File: config.mk
export PLATFORM = sky130hd
export DESIGN_NAME = gf16mr_cell
export DESIGN_NICKNAME = d
export VERILOG_FILES = /design/src/rtl/core/gf16mr_pkg.sv /design/src/rtl/core/gf16mr_cell.sv
export SDC_FILE = /design/constraint.sdc
export NUM_CORES = 1
export LEC_CHECK = 0
export BUFFER_PORTS_ARGS = -buffer_cell sky130_fd_sc_hd__buf_2
export CELL_PAD_IN_SITES_DETAIL_PLACEMENT = 1
export CELL_PAD_IN_SITES_GLOBAL_PLACEMENT = 2
export CORE_ASPECT_RATIO = 0.7
export CORE_MARGIN = 2
export CORE_UTILIZATION = 38
export DETAILED_ROUTE_END_ITERATION = 6
export GPL_TIMING_DRIVEN = 0
export PLACE_DENSITY_LB_ADDON = 0.1
export SLEW_MARGIN = 20
export SYNTH_ARGS = -nofsm -noshare
export SYNTH_HDL_FRONTEND = slang
export SYNTH_SLANG_ARGS = --single-unit
export TNS_END_PERCENT = 50
File: constraint.sdc
create_clock -name clk -period 2.6 [get_ports clk]
set_clock_uncertainty 0.15 [all_clocks]
set_input_delay 0.13 -clock clk [delete_from_list [all_inputs] [get_ports clk]]
set_output_delay 0.13 -clock clk [all_outputs]
set_load 0.01 [all_outputs]
File: src/rtl/core/gf16mr_pkg.sv
// Package for the GF(2^16) matrix round layer: types, matrices and field helpers.
package gf16mr_pkg;

	localparam int WORDS  = 8;
	localparam int WORD_W = 16;
	localparam int RND_W  = 3;

	// low part of x^16 + x^5 + x^3 + x + 1
	localparam logic [WORD_W-1:0] POLY_LOW = 16'h002B;

	typedef logic [WORD_W-1:0] word_t;
	typedef logic [RND_W-1:0] rnd_t;
	typedef word_t [WORDS-1:0] vec_t;
	typedef word_t [0:WORDS-1][0:WORDS-1] mat_t;
	typedef word_t [0:WORDS-1][0:WORD_W-1] basis_t;

	typedef enum logic {
		KIND_FWD = 1'b0,
		KIND_INV = 1'b1
	} kind_t;

	typedef struct packed {
		kind_t kind;
		rnd_t  round_index;
		word_t word_0;
		word_t word_1;
		word_t word_2;
		word_t word_3;
		word_t word_4;
		word_t word_5;
		word_t word_6;
		word_t word_7;
	} req_t;

	typedef struct packed {
		word_t out_0;
		word_t out_1;
		word_t out_2;
		word_t out_3;
		word_t out_4;
		word_t out_5;
		word_t out_6;
		word_t out_7;
	} rsp_t;

	// what one cell hands to the next
	typedef struct packed {
		logic  valid;
		kind_t kind;
		rnd_t  rnd;
		vec_t  x;
		vec_t  acc;
	} stage_t;

	localparam mat_t FWD_MAT = '{
		'{16'h1967, 16'h2BA9, 16'h659C, 16'h7CFB, 16'h5752, 16'hCB38, 16'hE091, 16'h4E35},
		'{16'hB1C3, 16'h6F41, 16'hD26E, 16'hBD2F, 16'h7A75, 16'h63AD, 16'h0CEC, 16'hCBB6},
		'{16'h64CE, 16'hFDE8, 16'h9926, 16'hAB41, 16'h62DD, 16'hCF8F, 16'h56A9, 16'hC99C},
		'{16'h40E8, 16'h00D7, 16'hC041, 16'h403F, 16'hC096, 16'hC1EF, 16'h01AE, 16'h80A9},
		'{16'hAC87, 16'h91DF, 16'h4789, 16'h1EAC, 16'hB22B, 16'hD656, 16'hC8FA, 16'h7AD1},
		'{16'hC9BC, 16'h56B1, 16'hCF93, 16'h62F1, 16'hAB4D, 16'h9922, 16'hFDFC, 16'h64DE},
		'{16'h1472, 16'h7D59, 16'hB480, 16'h4E32, 16'h2719, 16'hEEC0, 16'hC9D9, 16'h5A40},
		'{16'hD081, 16'h271E, 16'h5AF3, 16'hFBDA, 16'h8637, 16'hAD6C, 16'h7DED, 16'h2B5B}
	};

	localparam mat_t INV_MAT = '{
		'{16'h8644, 16'h738D, 16'h42A7, 16'h86B1, 16'h9477, 16'h07D8, 16'h9B6A, 16'hB308},
		'{16'h8AE7, 16'hD162, 16'h1204, 16'h077A, 16'h3086, 16'h021A, 16'hF967, 16'h19FC},
		'{16'h1946, 16'h9497, 16'h50A3, 16'h8276, 16'hFAA8, 16'h02E1, 16'hB113, 16'h3341},
		'{16'h9F02, 16'h45F5, 16'hF1E5, 16'h81CB, 16'hD26D, 16'h06D5, 16'h43F6, 16'h557A},
		'{16'h15E5, 16'h8BEA, 16'h74AB, 16'h850C, 16'h461A, 16'h010D, 16'h21FB, 16'h7FC7},
		'{16'h328C, 16'hE71A, 16'hB342, 16'h8C82, 16'hCA2E, 16'h00FB, 16'h698F, 16'h99B5},
		'{16'hB86B, 16'h3678, 16'hE3E1, 16'h0EF4, 16'h1843, 16'h0317, 16'h4874, 16'h2ABD},
		'{16'h93A1, 16'hF867, 16'h854E, 16'h04C7, 16'h5E59, 16'h03EC, 16'hD89C, 16'hE672}
	};

	// Column b of a matrix as basis vectors: entry [s][i] = mat[s][b] * x^i mod p.
	// Only evaluated on constants, at elaboration.
	function automatic basis_t col_basis(mat_t mat, int b);
		basis_t res;
		word_t  m;
		for (int s = 0; s < WORDS; s++) begin
			m = mat[s][b];
			for (int i = 0; i < WORD_W; i++) begin
				res[s][i] = m;
				m = m[WORD_W-1] ? ({m[WORD_W-2:0], 1'b0} ^ POLY_LOW) : {m[WORD_W-2:0], 1'b0};
			end
		end
		return res;
	endfunction

	// round constant 8*rnd + s + 1
	function automatic word_t round_const(rnd_t rnd, int s);
		logic [RND_W+3:0] v;
		v = {1'b0, rnd, 3'(s)} + (RND_W+4)'(1);
		return {(WORD_W-RND_W-4)'(0), v};
	endfunction

endpackage

File: src/rtl/core/gf16mr_cell.sv
// One cell of the chain: folds word CELL times its matrix column into all eight sums.
module gf16mr_cell #(
	parameter int CELL = 0
) (
	input  logic                clk,
	input  logic                arst_n,
	input  logic                en,
	input  gf16mr_pkg::stage_t  prev,
	output gf16mr_pkg::stage_t  next
);

	localparam gf16mr_pkg::basis_t FWD_B = gf16mr_pkg::col_basis(gf16mr_pkg::FWD_MAT, CELL);
	localparam gf16mr_pkg::basis_t INV_B = gf16mr_pkg::col_basis(gf16mr_pkg::INV_MAT, CELL);

	gf16mr_pkg::vec_t    acc_d;
	gf16mr_pkg::word_t   xb;
	logic                valid_q;
	gf16mr_pkg::kind_t   kind_q;
	gf16mr_pkg::rnd_t    rnd_q;
	gf16mr_pkg::vec_t    x_q;
	gf16mr_pkg::vec_t    acc_q;

	assign xb = prev.x[CELL];

	// constant multiply is a linear map: XOR of basis rows picked by the bits of xb
	always_comb begin
		for (int s = 0; s < gf16mr_pkg::WORDS; s++) begin
			acc_d[s] = prev.acc[s];
			for (int i = 0; i < gf16mr_pkg::WORD_W; i++) begin
				if (xb[i]) begin
					acc_d[s] = acc_d[s] ^
						((prev.kind == gf16mr_pkg::KIND_INV) ? INV_B[s][i] : FWD_B[s][i]);
				end
			end
		end
	end

	always_ff @(posedge clk or negedge arst_n) begin
		if (!arst_n) begin
			valid_q <= 1'b0;
		end else if (en) begin
			valid_q <= prev.valid;
		end
	end

	always_ff @(posedge clk) begin
		if (en) begin
			kind_q <= prev.kind;
			rnd_q  <= prev.rnd;
			x_q    <= prev.x;
			acc_q  <= acc_d;
		end
	end

	assign next = {valid_q, kind_q, rnd_q, x_q, acc_q};

endmodule

After elaboration in Yosys (flattened, before gate mapping)
Cells that the tools add are included.
Word-level totals
  flip-flop bits (word level): 261
  output and inout port bits: 261
  word-level logic and storage cells: 403
Cells by class
  muxes and demuxes: 256
  bitwise logic cells: 128
Operator list (number)
  $mux W16: 196
  $xor A16 B16 Y16: 91
  $mux W15: 32
  $xor A16 B15 Y16: 27
  $mux W14: 15
  $xor A16 B14 Y16: 5
  $mux W13: 5
  $mux W12: 4
  $xor A16 B13 Y16: 2
  $mux W11: 2
  $mux W10: 2
  $xor A16 B10 Y16: 1
  $xor A16 B11 Y16: 1
  $xor A16 B12 Y16: 1

Logic depth before layout (Yosys ltp)
Gate-level depths: netlist of the first run.
  depth after elaboration: 33
  depth in mapped cells: 9
  depth with buffers taken out: 4

Worst setup path before layout of the first run
OpenSTA, ideal clock, no wires.
  path kind: input port to flip-flop
  start point: input port prev[143] (netlist name)
  end point: register acc_q, in the netlist next[84] (data pin)
  setup time: 0.268 ns
  arrival: 1.503 ns
  required time: 2.182 ns
  slack: 0.679 ns
  stages on the path: 5
  cell sequence: buf_4 xnor2_1 xor3_1 mux2i_1 xnor3_1
RTL lines
  start: declaration: line gf16mr_cell.sv:8  | input gf16mr_pkg::stage_t prev,
  end signal: assignment: line gf16mr_cell.sv:51  | acc_q <= acc_d;
  end: declaration: line gf16mr_cell.sv:21  | gf16mr_pkg::vec_t acc_q;

==> impl_metrics.tcl, run 1 <==
set metrics [dict create \
    arrival_ps 2770 \
    crit_chain "dlygate4sd3_1 > buf_2 > buf_6 > xnor2_4 > xnor3_1 > xnor2_1 > xnor2_1" \
    clk_pin_slew_ps 60 \
    power_density_nw_per_um2 676 \
    drc 0 \
    hold_end "next[113]" \
    clk-insertion-delay-late_ps 570 \
    synthTopCellsByCount "xnor2_1, edfxtp_1, xor2_1" \
    crit_required_ps 2750 \
    synth_cells 1334 \
    yosys_most_used_dff "edfxtp_1" \
    clock_power_share_pct 24.2 \
    drt-total-wl_um 84800 \
    io_pins 525 \
    clock-root-buffer "clkbuf_16" \
    leakagePower_nw 10.5 \
    yosys.area.top_type "edfxtp_1" \
    cp_max_fo 10 \
    first_iter_violations 1393 \
    post-route-util_pct 51.8 \
    finalSetupTns_ps -13.1 \
    postRouteAntennaNets 0 \
    vias 14144 \
    vias_per_cell 5.17 \
    grt_pass1_vias 14681 \
    ys_seq_area_share_pct 43.0 \
    die_h_um 187 \
    drive_gt1_share_pct 33.5 \
    setup_violations 1 \
    ir_drop_mv 0.501 \
    grt_first_pass_wirelength_um 116000 \
    worst-r2r-cell-count 1 \
    p_comb_share_pct 40.1 \
    finalNetCount 2356 \
    dp_slack_ps -303 \
    hp-start "prev[113]" \
    cts_tree "built" \
    area_growth_pct 35.5 \
    synth_area_um2 18200 \
    rsz0062_at_grt "true" \
    cp_slowest_cell "xnor2_4" \
    violations "setup timing" \
    endpoint_kind "register" \
    cts_made_buffers 28 \
    num-fill-cells 5089 \
    swShare_pct 33.2 \
    dp.final_hpwl_um 61100 \
    whs_path_depth 4 \
    internal-power_mw 11.1 \
    routedWlPerCell_um 31.0 \
    finalCritPeriodShare_pct 101 \
    num_rows 67 \
    hold_viol_final 0 \
    gp_congestion 0.947 \
    dieArea_um2 49700 \
    postCtsSetupBuffers 0 \
    io_buffers 524 \
    cpPeakStageDelay_ps 660 \
    hold_path_class "primary input to register" \
    status "finished with violations" \
    seq_power_share_pct 35.7 \
    clock.fmax_mhz 383 \
    antenna_found_initial 4 \
    start_kind "primary input" \
    synth-warning-count 0 \
    async_flop_share_pct 0.383 \
    track_usage_pct 33.6 \
    tightest_slew_ps 1230 \
    slew_violations 0 \
    core_region_area_um2 47600 \
    yosysUniqueCellTypes 38 \
    clkSinkCount 261 \
    clockBufferDepth 3 \
    firstDrtPassIters 5 \
    crit_top_cell "xnor2_1" \
    maxSlewHeadroom_pct 17.8 \
    grt_max_degree 100 \
    layout_setup_ws_ps -13.1 \
    r2r_end "valid_q" \
    synth.area.top_cells "edfxtp_1, xnor2_1, xnor3_1" \
    synth-edff-count 260 \
    grt_overflow_total 0 \
    drv_cap 0 \
    period_minus_slack_ps 2610 \
    synth.ff_latch_count 261 \
    r2r_start "valid_q" \
    syn-num-nets 1598 \
    syn_area_per_cell_um2 13.7 \
    r2r_slack_ps 1700 \
    die_w_um 266 \
    initial_core_util_pct 38.3 \
    cts_max_level 1 \
    synth_most_common_cell "xnor2_1" \
    p_sw_mw 5.54 \
    synth_top_area_share_pct 42.9 \
    path_class "primary input to register" \
]
==> power groups by stage <==
stage          logic, mW  registers, mW  clock network (mW)
3_5_place_dp        6.31           6.02                   0
5_1_grt             7.00           6.05                4.24
2_1_floorplan       3.46           6.47                   0
6_report            6.70           5.96                4.04
4_1_cts             6.60           5.95                4.08
3_3_place_gp        6.27           6.03                   0
==> worst max-delay path: cells and delay by family <==
kind | cells | cell delay (ps)
XOR/XNOR | 4 | 1740
buffers and inverters | 3 | 880
==> logic make-up after synthesis <==
kind of cell              Yosys count  share of synthesized area, %
AOI/OAI and AO/OA                 109                          3.32
xor gates and xnor gates          686                          42.2
buffers and inverters              95                          4.32
DFF                               261                          43.0
muxes                              80                          4.63
and+or+nand+nor                   103                          2.56
==> metal layers <==
layer  vias up  share of wire, %  track usage, %
met3       104               9.3            7.31
li1       6035                 -               -
met5         -                 0               0
met4         0               2.1            6.53
met1      7223                44            48.4
met2       782                45            52.5
==> cell type report <==
class | instances | area (um^2) | area share [%]
inverter | 3 | 11.3 | 0.0456
buffer | 92 | 776 | 3.14
timing repair buffer | 728 | 4710 | 19.1
tap | 621 | 777 | 3.15
clock buffer | 34 | 744 | 3.02
multi-input combinational | 978 | 9670 | 39.2
antenna | 2 | 5.00 | 0.0203
sequential | 261 | 7830 | 31.7
clock inverter | 16 | 146 | 0.593
==> placed cells by master, fill, tap and decap left out, drive strengths merged, types with 26 or more instances in the layout <==
cell type | Yosys | final
a21oi | 61 | 61
buf | 92 | 619
clkbuf | 0 | 34
dlygate4sd3 | 0 | 201
edfxtp | 260 | 260
mux2i | 79 | 79
nand2 | 44 | 44
nor2 | 29 | 29
o21ai | 26 | 26
xnor2 | 451 | 451
xnor3 | 81 | 81
xor2 | 142 | 142
==> flip-flops by register name, summed over array words and instances, names as in the netlist <==
name,cells
next,256
rnd_q,3
kind_q,1
valid_q,1
==> repair_timing <==
item	CTS	global route
resized for setup	0	7
endpoints found under the setup margin	0	9
hold endpoints to repair	264	0
hold buffers	201	0
==> stage by stage <==
step / power, mW / cells / instance area, um^2 / hold slack [ps]
finish: 16.7 / 2735 / 24700 / 1.92
global route: 17.3 / 2734 / 24700 / 27.6
CTS: 16.6 / 2733 / 24600 / 4.25
detailed placement: 12.3 / 2482 / 21700 / -242
global placement: 12.3 / 2479 / 21600 / -243
floorplan: 9.93 / 1334 / 18200 / -316
==> worst max-delay path by stage <==
stage	slack (ps)	end	start
2_1_floorplan	680	next[84]	prev[143]
3_3_place_gp	-2490	valid_q	en
3_5_place_dp	-300	next[34]	prev[139]
4_1_cts	30	next[28]	prev[143]
5_1_grt	-2	next[17]	prev[130]
6_report	-10	next[17]	prev[130]
No activity file was read; power rests on OpenSTA's default activity.
==> run 2, diff against run 1 <==
PLACE_DENSITY_LB_ADDON = 0.12   (was 0.1)
==> impl_metrics.tcl, run 2 (same netlist as run 1, synthesis figures left out) <==
set metrics [dict create \
    crit_chain "dlygate4sd3_1 > buf_2 > buf_6 > buf_8 > buf_6 > xnor2_1 > a21oi_1 > xor2_1 > xnor2_1" \
    layout_setup_ws_ps -33.8 \
    crit_required_ps 2780 \
    arrival_ps 2810 \
    power_density_nw_per_um2 671 \
    cts_max_level 1 \
    vias_per_cell 5.17 \
    grt_overflow_total 0 \
    drt-total-wl_um 84300 \
    start_kind "primary input" \
    dp_slack_ps -279 \
    maxSlewHeadroom_pct 17.6 \
    endpoint_kind "register" \
    initial_core_util_pct 38.3 \
    period_minus_slack_ps 2630 \
    layout_commonest_cell "buf_2" \
    cts_tree "built" \
    track_usage_pct 33.4 \
    layout.cells.non_filler 2737 \
    clk-insertion-delay-late_ps 560 \
    num_rows 67 \
    gp_congestion 0.954 \
    clockBufferDepth 3 \
    clock-root-buffer "clkbuf_16" \
    clock.fmax_mhz 380 \
    violations "setup timing" \
    cts_made_buffers 26 \
    io_pins 525 \
    dp.final_hpwl_um 61000 \
    tightest_slew_ps 1230 \
    vias 14144 \
    die_h_um 187 \
    io_buffers 524 \
    multi_input_area_um2 9670 \
    first_iter_violations 1468 \
    post-route-util_pct 51.8 \
    finalNetCount 2358 \
    core_region_area_um2 47600 \
    largest_reg_flops 256 \
    clk_pin_slew_ps 60 \
    grt_first_pass_wirelength_um 115000 \
    path_class "primary input to register" \
    whs_ps 22.1 \
    setup_violations 2 \
    routedWlPerCell_um 30.8 \
    firstDrtPassIters 5 \
    cpPeakStageDelay_ps 540 \
    postRouteAntennaNets 0 \
    rsz0062_at_grt "true" \
    ff_latch_area_um2 7830 \
    grt_pass1_vias 14618 \
    clkSinkCount 261 \
    ir_drop_mv 0.462 \
    place_inst 2482 \
    drive_gt1_share_pct 33.6 \
    cp_max_fo 10 \
    drv_cap 0 \
    num-fill-cells 5062 \
    drc 0 \
    finalCritPeriodShare_pct 101 \
    status "finished with violations" \
    die_w_um 266 \
    hold_path_class "primary input to register" \
    dieArea_um2 49700 \
    antenna_found_initial 2 \
    hold_viol_final 0 \
    leakagePower_nw 10.5 \
    grt_max_degree 98 \
    cp_slowest_cell "xnor2_1" \
    slew_violations 0 \
    finalSetupTns_ps -47.4 \
    final_cell_mix "buf_2, xnor2_1, edfxtp_1, dlygate4sd3_1, xor2_1" \
    area_growth_pct 35.4 \
]
[run 2: path summary, 6_finish.rpt]
path | startpoint | end | slack [ps] | cells past startpoint
hold / removal | prev[54] | next[54] | 20 | 4
setup / recovery | prev[141] | next[25] | -30 | 9
max in group asynchronous | arst_n | valid_q | 1910 | 3
min in group asynchronous | arst_n | valid_q | 290 | 3
setup reg to reg | valid_q | valid_q | 1140 | 2
hold reg to reg | valid_q | valid_q | 920 | 2
[run 2: what timing repair did]
| action | CTS | global route |
|---|---|---|
| resized for setup | 0 | 7 |
| hold buffers | 202 | 0 |
| endpoints found under the setup margin | 0 | 8 |
| hold endpoints to repair | 271 | 0 |
| buffers inserted | 0 | 3 |
[run 2: metrics by stage]
stage	power, mW	cell area (um^2)
2_1_floorplan	9.93	18200
3_3_place_gp	12.3	21600
3_5_place_dp	12.3	21700
4_1_cts	16.5	24600
5_1_grt	17.1	24700
6_report	16.5	24700
[run 2: routing by layer]
metal  routed length, um  part of all wire [%]  vias to the layer above  track usage [%]
met5                   0                     0                        -                0
met4                2060                   2.4                        0             7.39
met3                8620                    10                      115             7.86
met2               38000                    45                      774             51.6
met1               35600                    42                     7208             47.7
li1                    -                     -                     6047                -
[run 2: final cells by class]
| cell class | count | area share [%] |
|---|---|---|
| multi-input combinational | 978 | 39.2 |
| sequential | 261 | 31.8 |
| timing repair buffer | 732 | 19.2 |
| tap | 621 | 3.15 |
| buffer | 92 | 3.15 |
| clock buffer | 33 | 2.83 |
| clock inverter | 15 | 0.589 |
| inverter | 3 | 0.0457 |
| antenna | 2 | 0.0203 |
[run 2: report_power, final]
group,switching [mW],internal (mW)
Clock,1.70,2.19
Sequential,0.220,5.74
Combinational,3.59,3.10
Total,5.52,11.0
[run 2: critical path: cells and delay by family]
kind | cells | cell delay, ps
xor gates and xnor gates | 3 | 1100
AOI/OAI and AO/OA | 1 | 250
buffers and inverters | 5 | 1300
==> run 3, diff against run 2 <==
ABC_AREA = 1   (was default)
CORE_UTILIZATION = 33   (was 38)
==> impl_metrics.tcl, run 3 <==
set metrics [dict create \
    cts_max_level 1 \
    drive_gt1_share_pct 22.2 \
    clkSinkCount 261 \
    hold_path_class "primary input to register" \
    area_growth_pct 32.2 \
    drc 0 \
    maxSlewHeadroom_pct 33.7 \
    vias_per_cell 5.18 \
    final_cell_mix "nand2_1, buf_2, xor2_1, inv_1, edfxtp_1" \
    leakagePower_nw 13.5 \
    slew_violations 0 \
    clock.fmax_mhz 378 \
    num_rows 75 \
    synth_top_family_by_area "simple AND/OR/NAND/NOR gates" \
    layout.cells.non_filler 4097 \
    layout_setup_ws_ps -45.3 \
    antenna_found_initial 7 \
    synthMuxAreaShare_pct 0.0570 \
    vias 21204 \
    power_density_nw_per_um2 619 \
    ys_seq_area_share_pct 39.6 \
    hp-start "prev[111]" \
    crit_chain "buf_2 > buf_6 > inv_4 > buf_4 > nand2_1 > nand2_2 > xor2_1 > xor2_1 > xor2_1" \
    worst-r2r-cell-count 1 \
    crit_required_ps 2760 \
    ir_drop_mv 0.440 \
    start_kind "primary input" \
    num-fill-cells 7396 \
    grt_pass1_vias 21241 \
    drv_cap 0 \
    violations "setup timing" \
    synthSimpleGateAreaFrac_pct 29.1 \
    die_h_um 209 \
    clockBufferDepth 3 \
    io_buffers 524 \
    grt_first_pass_wirelength_um 160000 \
    syn_area_per_cell_um2 7.78 \
    cts_tree "built" \
    gp_congestion 0.991 \
    synth-warning-count 0 \
    yosys.area.top_type "edfxtp_1" \
    power_mw 16.2 \
    first_iter_violations 2185 \
    synth_most_common_cell "nand2_1" \
    postRouteAntennaNets 0 \
    clk-insertion-delay-late_ps 600 \
    io_pins 525 \
    largest_reg_flops 256 \
    finalNetCount 3533 \
    cp_max_fo 10 \
    track_usage_pct 37.3 \
    clk_pin_slew_ps 70 \
    arrival_ps 2810 \
    cts_made_buffers 29 \
    yosys_most_used_dff "edfxtp_1" \
    die_w_um 296 \
    grt_overflow_total 0 \
    crit_top_cell "xor2_1" \
    grt_max_degree 109 \
    synth-adder-area-share_pct 0 \
    synth.ff_latch_count 261 \
    cpPeakStageDelay_ps 630 \
    crit_start "prev[259]" \
    hold_viol_final 0 \
    async_flop_share_pct 0.383 \
    path_class "primary input to register" \
    dp.final_hpwl_um 87400 \
    place_inst 3873 \
    core_region_area_um2 59600 \
    drt-total-wl_um 118000 \
    r2r_start "valid_q" \
    layout_commonest_cell "nand2_1" \
    fin_area_um2 26100 \
    endpoint_kind "register" \
    synth_compound_gate_area_share_pct 2.43 \
    synth-edff-count 260 \
    place_area_um2 23500 \
    rsz0062_at_grt "false" \
    whs_ps 4.42 \
    synth_xor_area_share_pct 21.3 \
    synth_top_area_share_pct 39.5 \
    period_minus_slack_ps 2650 \
    postCtsSetupBuffers 0 \
    routedWlPerCell_um 28.7 \
    synth_cells 2538 \
    yosysUniqueCellTypes 38 \
    firstDrtPassIters 5 \
    synthTopCellsByCount "nand2_1, xor2_1, inv_1" \
    dieArea_um2 61900 \
    setup_violations 4 \
    status "finished with violations" \
    tightest_slew_ps 991 \
    finalCritPeriodShare_pct 102 \
    synth.area.top_cells "edfxtp_1, nand2_1, xor2_1" \
    syn-num-nets 2802 \
    synth_area_um2 19800 \
    initial_core_util_pct 33.2 \
    cp_slowest_cell "nand2_1" \
    whs_path_depth 4 \
    clock-root-buffer "clkbuf_16" \
]
## run 3: cell count changes after synthesis, sizes merged, moves of 36 or more
cell	previous run	this run
nand2	44	1027
inv	3	286
xnor2	451	180
nand3	1	183
xor2	142	293
xnor3	81	0
mux2i	79	0
a21oi	61	9
nor2	29	72
o21ai	26	62
## run 3: cell type report
type | instances | area (um^2) | area share, %
buffer | 68 | 423 | 1.62
clock inverter | 15 | 138 | 0.527
tap | 808 | 1010 | 3.87
inverter | 286 | 1080 | 4.12
sequential | 261 | 7830 | 30.0
antenna | 2 | 5.00 | 0.0192
timing repair buffer | 700 | 4430 | 16.9
multi-input combinational | 1923 | 10500 | 40.1
clock buffer | 34 | 744 | 2.85
## run 3: worst max-delay path: cells and delay by family
kind	cells	cell delay, ps
xor gates and xnor gates	3	1040
and+or+nand+nor	2	1000
buffers and inverters	4	600
## run 3: cells by family (layout without fill, tap and decap cells)
family,Yosys count,in the layout
XOR/XNOR,473,473
AND/OR/NAND/NOR,1362,1362
multiplexers,1,1
buffers and inverters,354,1103
flip-flops,261,261
other,0,2
AO/OA/AOI/OAI,87,87
## run 3: routing by layer
layer / part of all wire, % / vias up / GRT usage, %
met3: 9.1 / 166 / 6.92
met5: 0.011 / - / 0
met2: 45 / 979 / 59.3
li1: - / 9402 / -
met4: 3.1 / 2 / 9.84
met1: 43 / 10655 / 51.9
## run 3: per-stage QoR
stage | util, % | setup slack (ps) | setup TNS (ps)
2_1_floorplan | - | 785 | 0
3_3_place_gp | 39.3 | -2430 | -601680
4_1_cts | 43.8 | 35.7 | 0
5_1_grt | 43.8 | 5.30 | 0
3_5_place_dp | 39.4 | -842 | -31140
6_report | 43.8 | -45.3 | -103
## run 3: repair_timing
item | CTS | global route
hold buffers | 173 | 0
endpoints found under the setup margin | 5 | 14
resized for setup | 3 | 11
hold endpoints to repair | 239 | 0
## run 3: worst paths after layout
check                             to  slack [ps]
min                        next[111]           4
max in group asynchronous    valid_q        1930
min in group asynchronous    valid_q         240
min reg2reg                  valid_q         430
max                         next[90]         -50
max reg2reg                  valid_q        1650
## run 3: where the power goes
part	total (mW)	switching [mW]	internal, mW
Combinational	6.42	4.28	2.15
Sequential	5.66	0.185	5.47
Clock	4.10	1.87	2.23
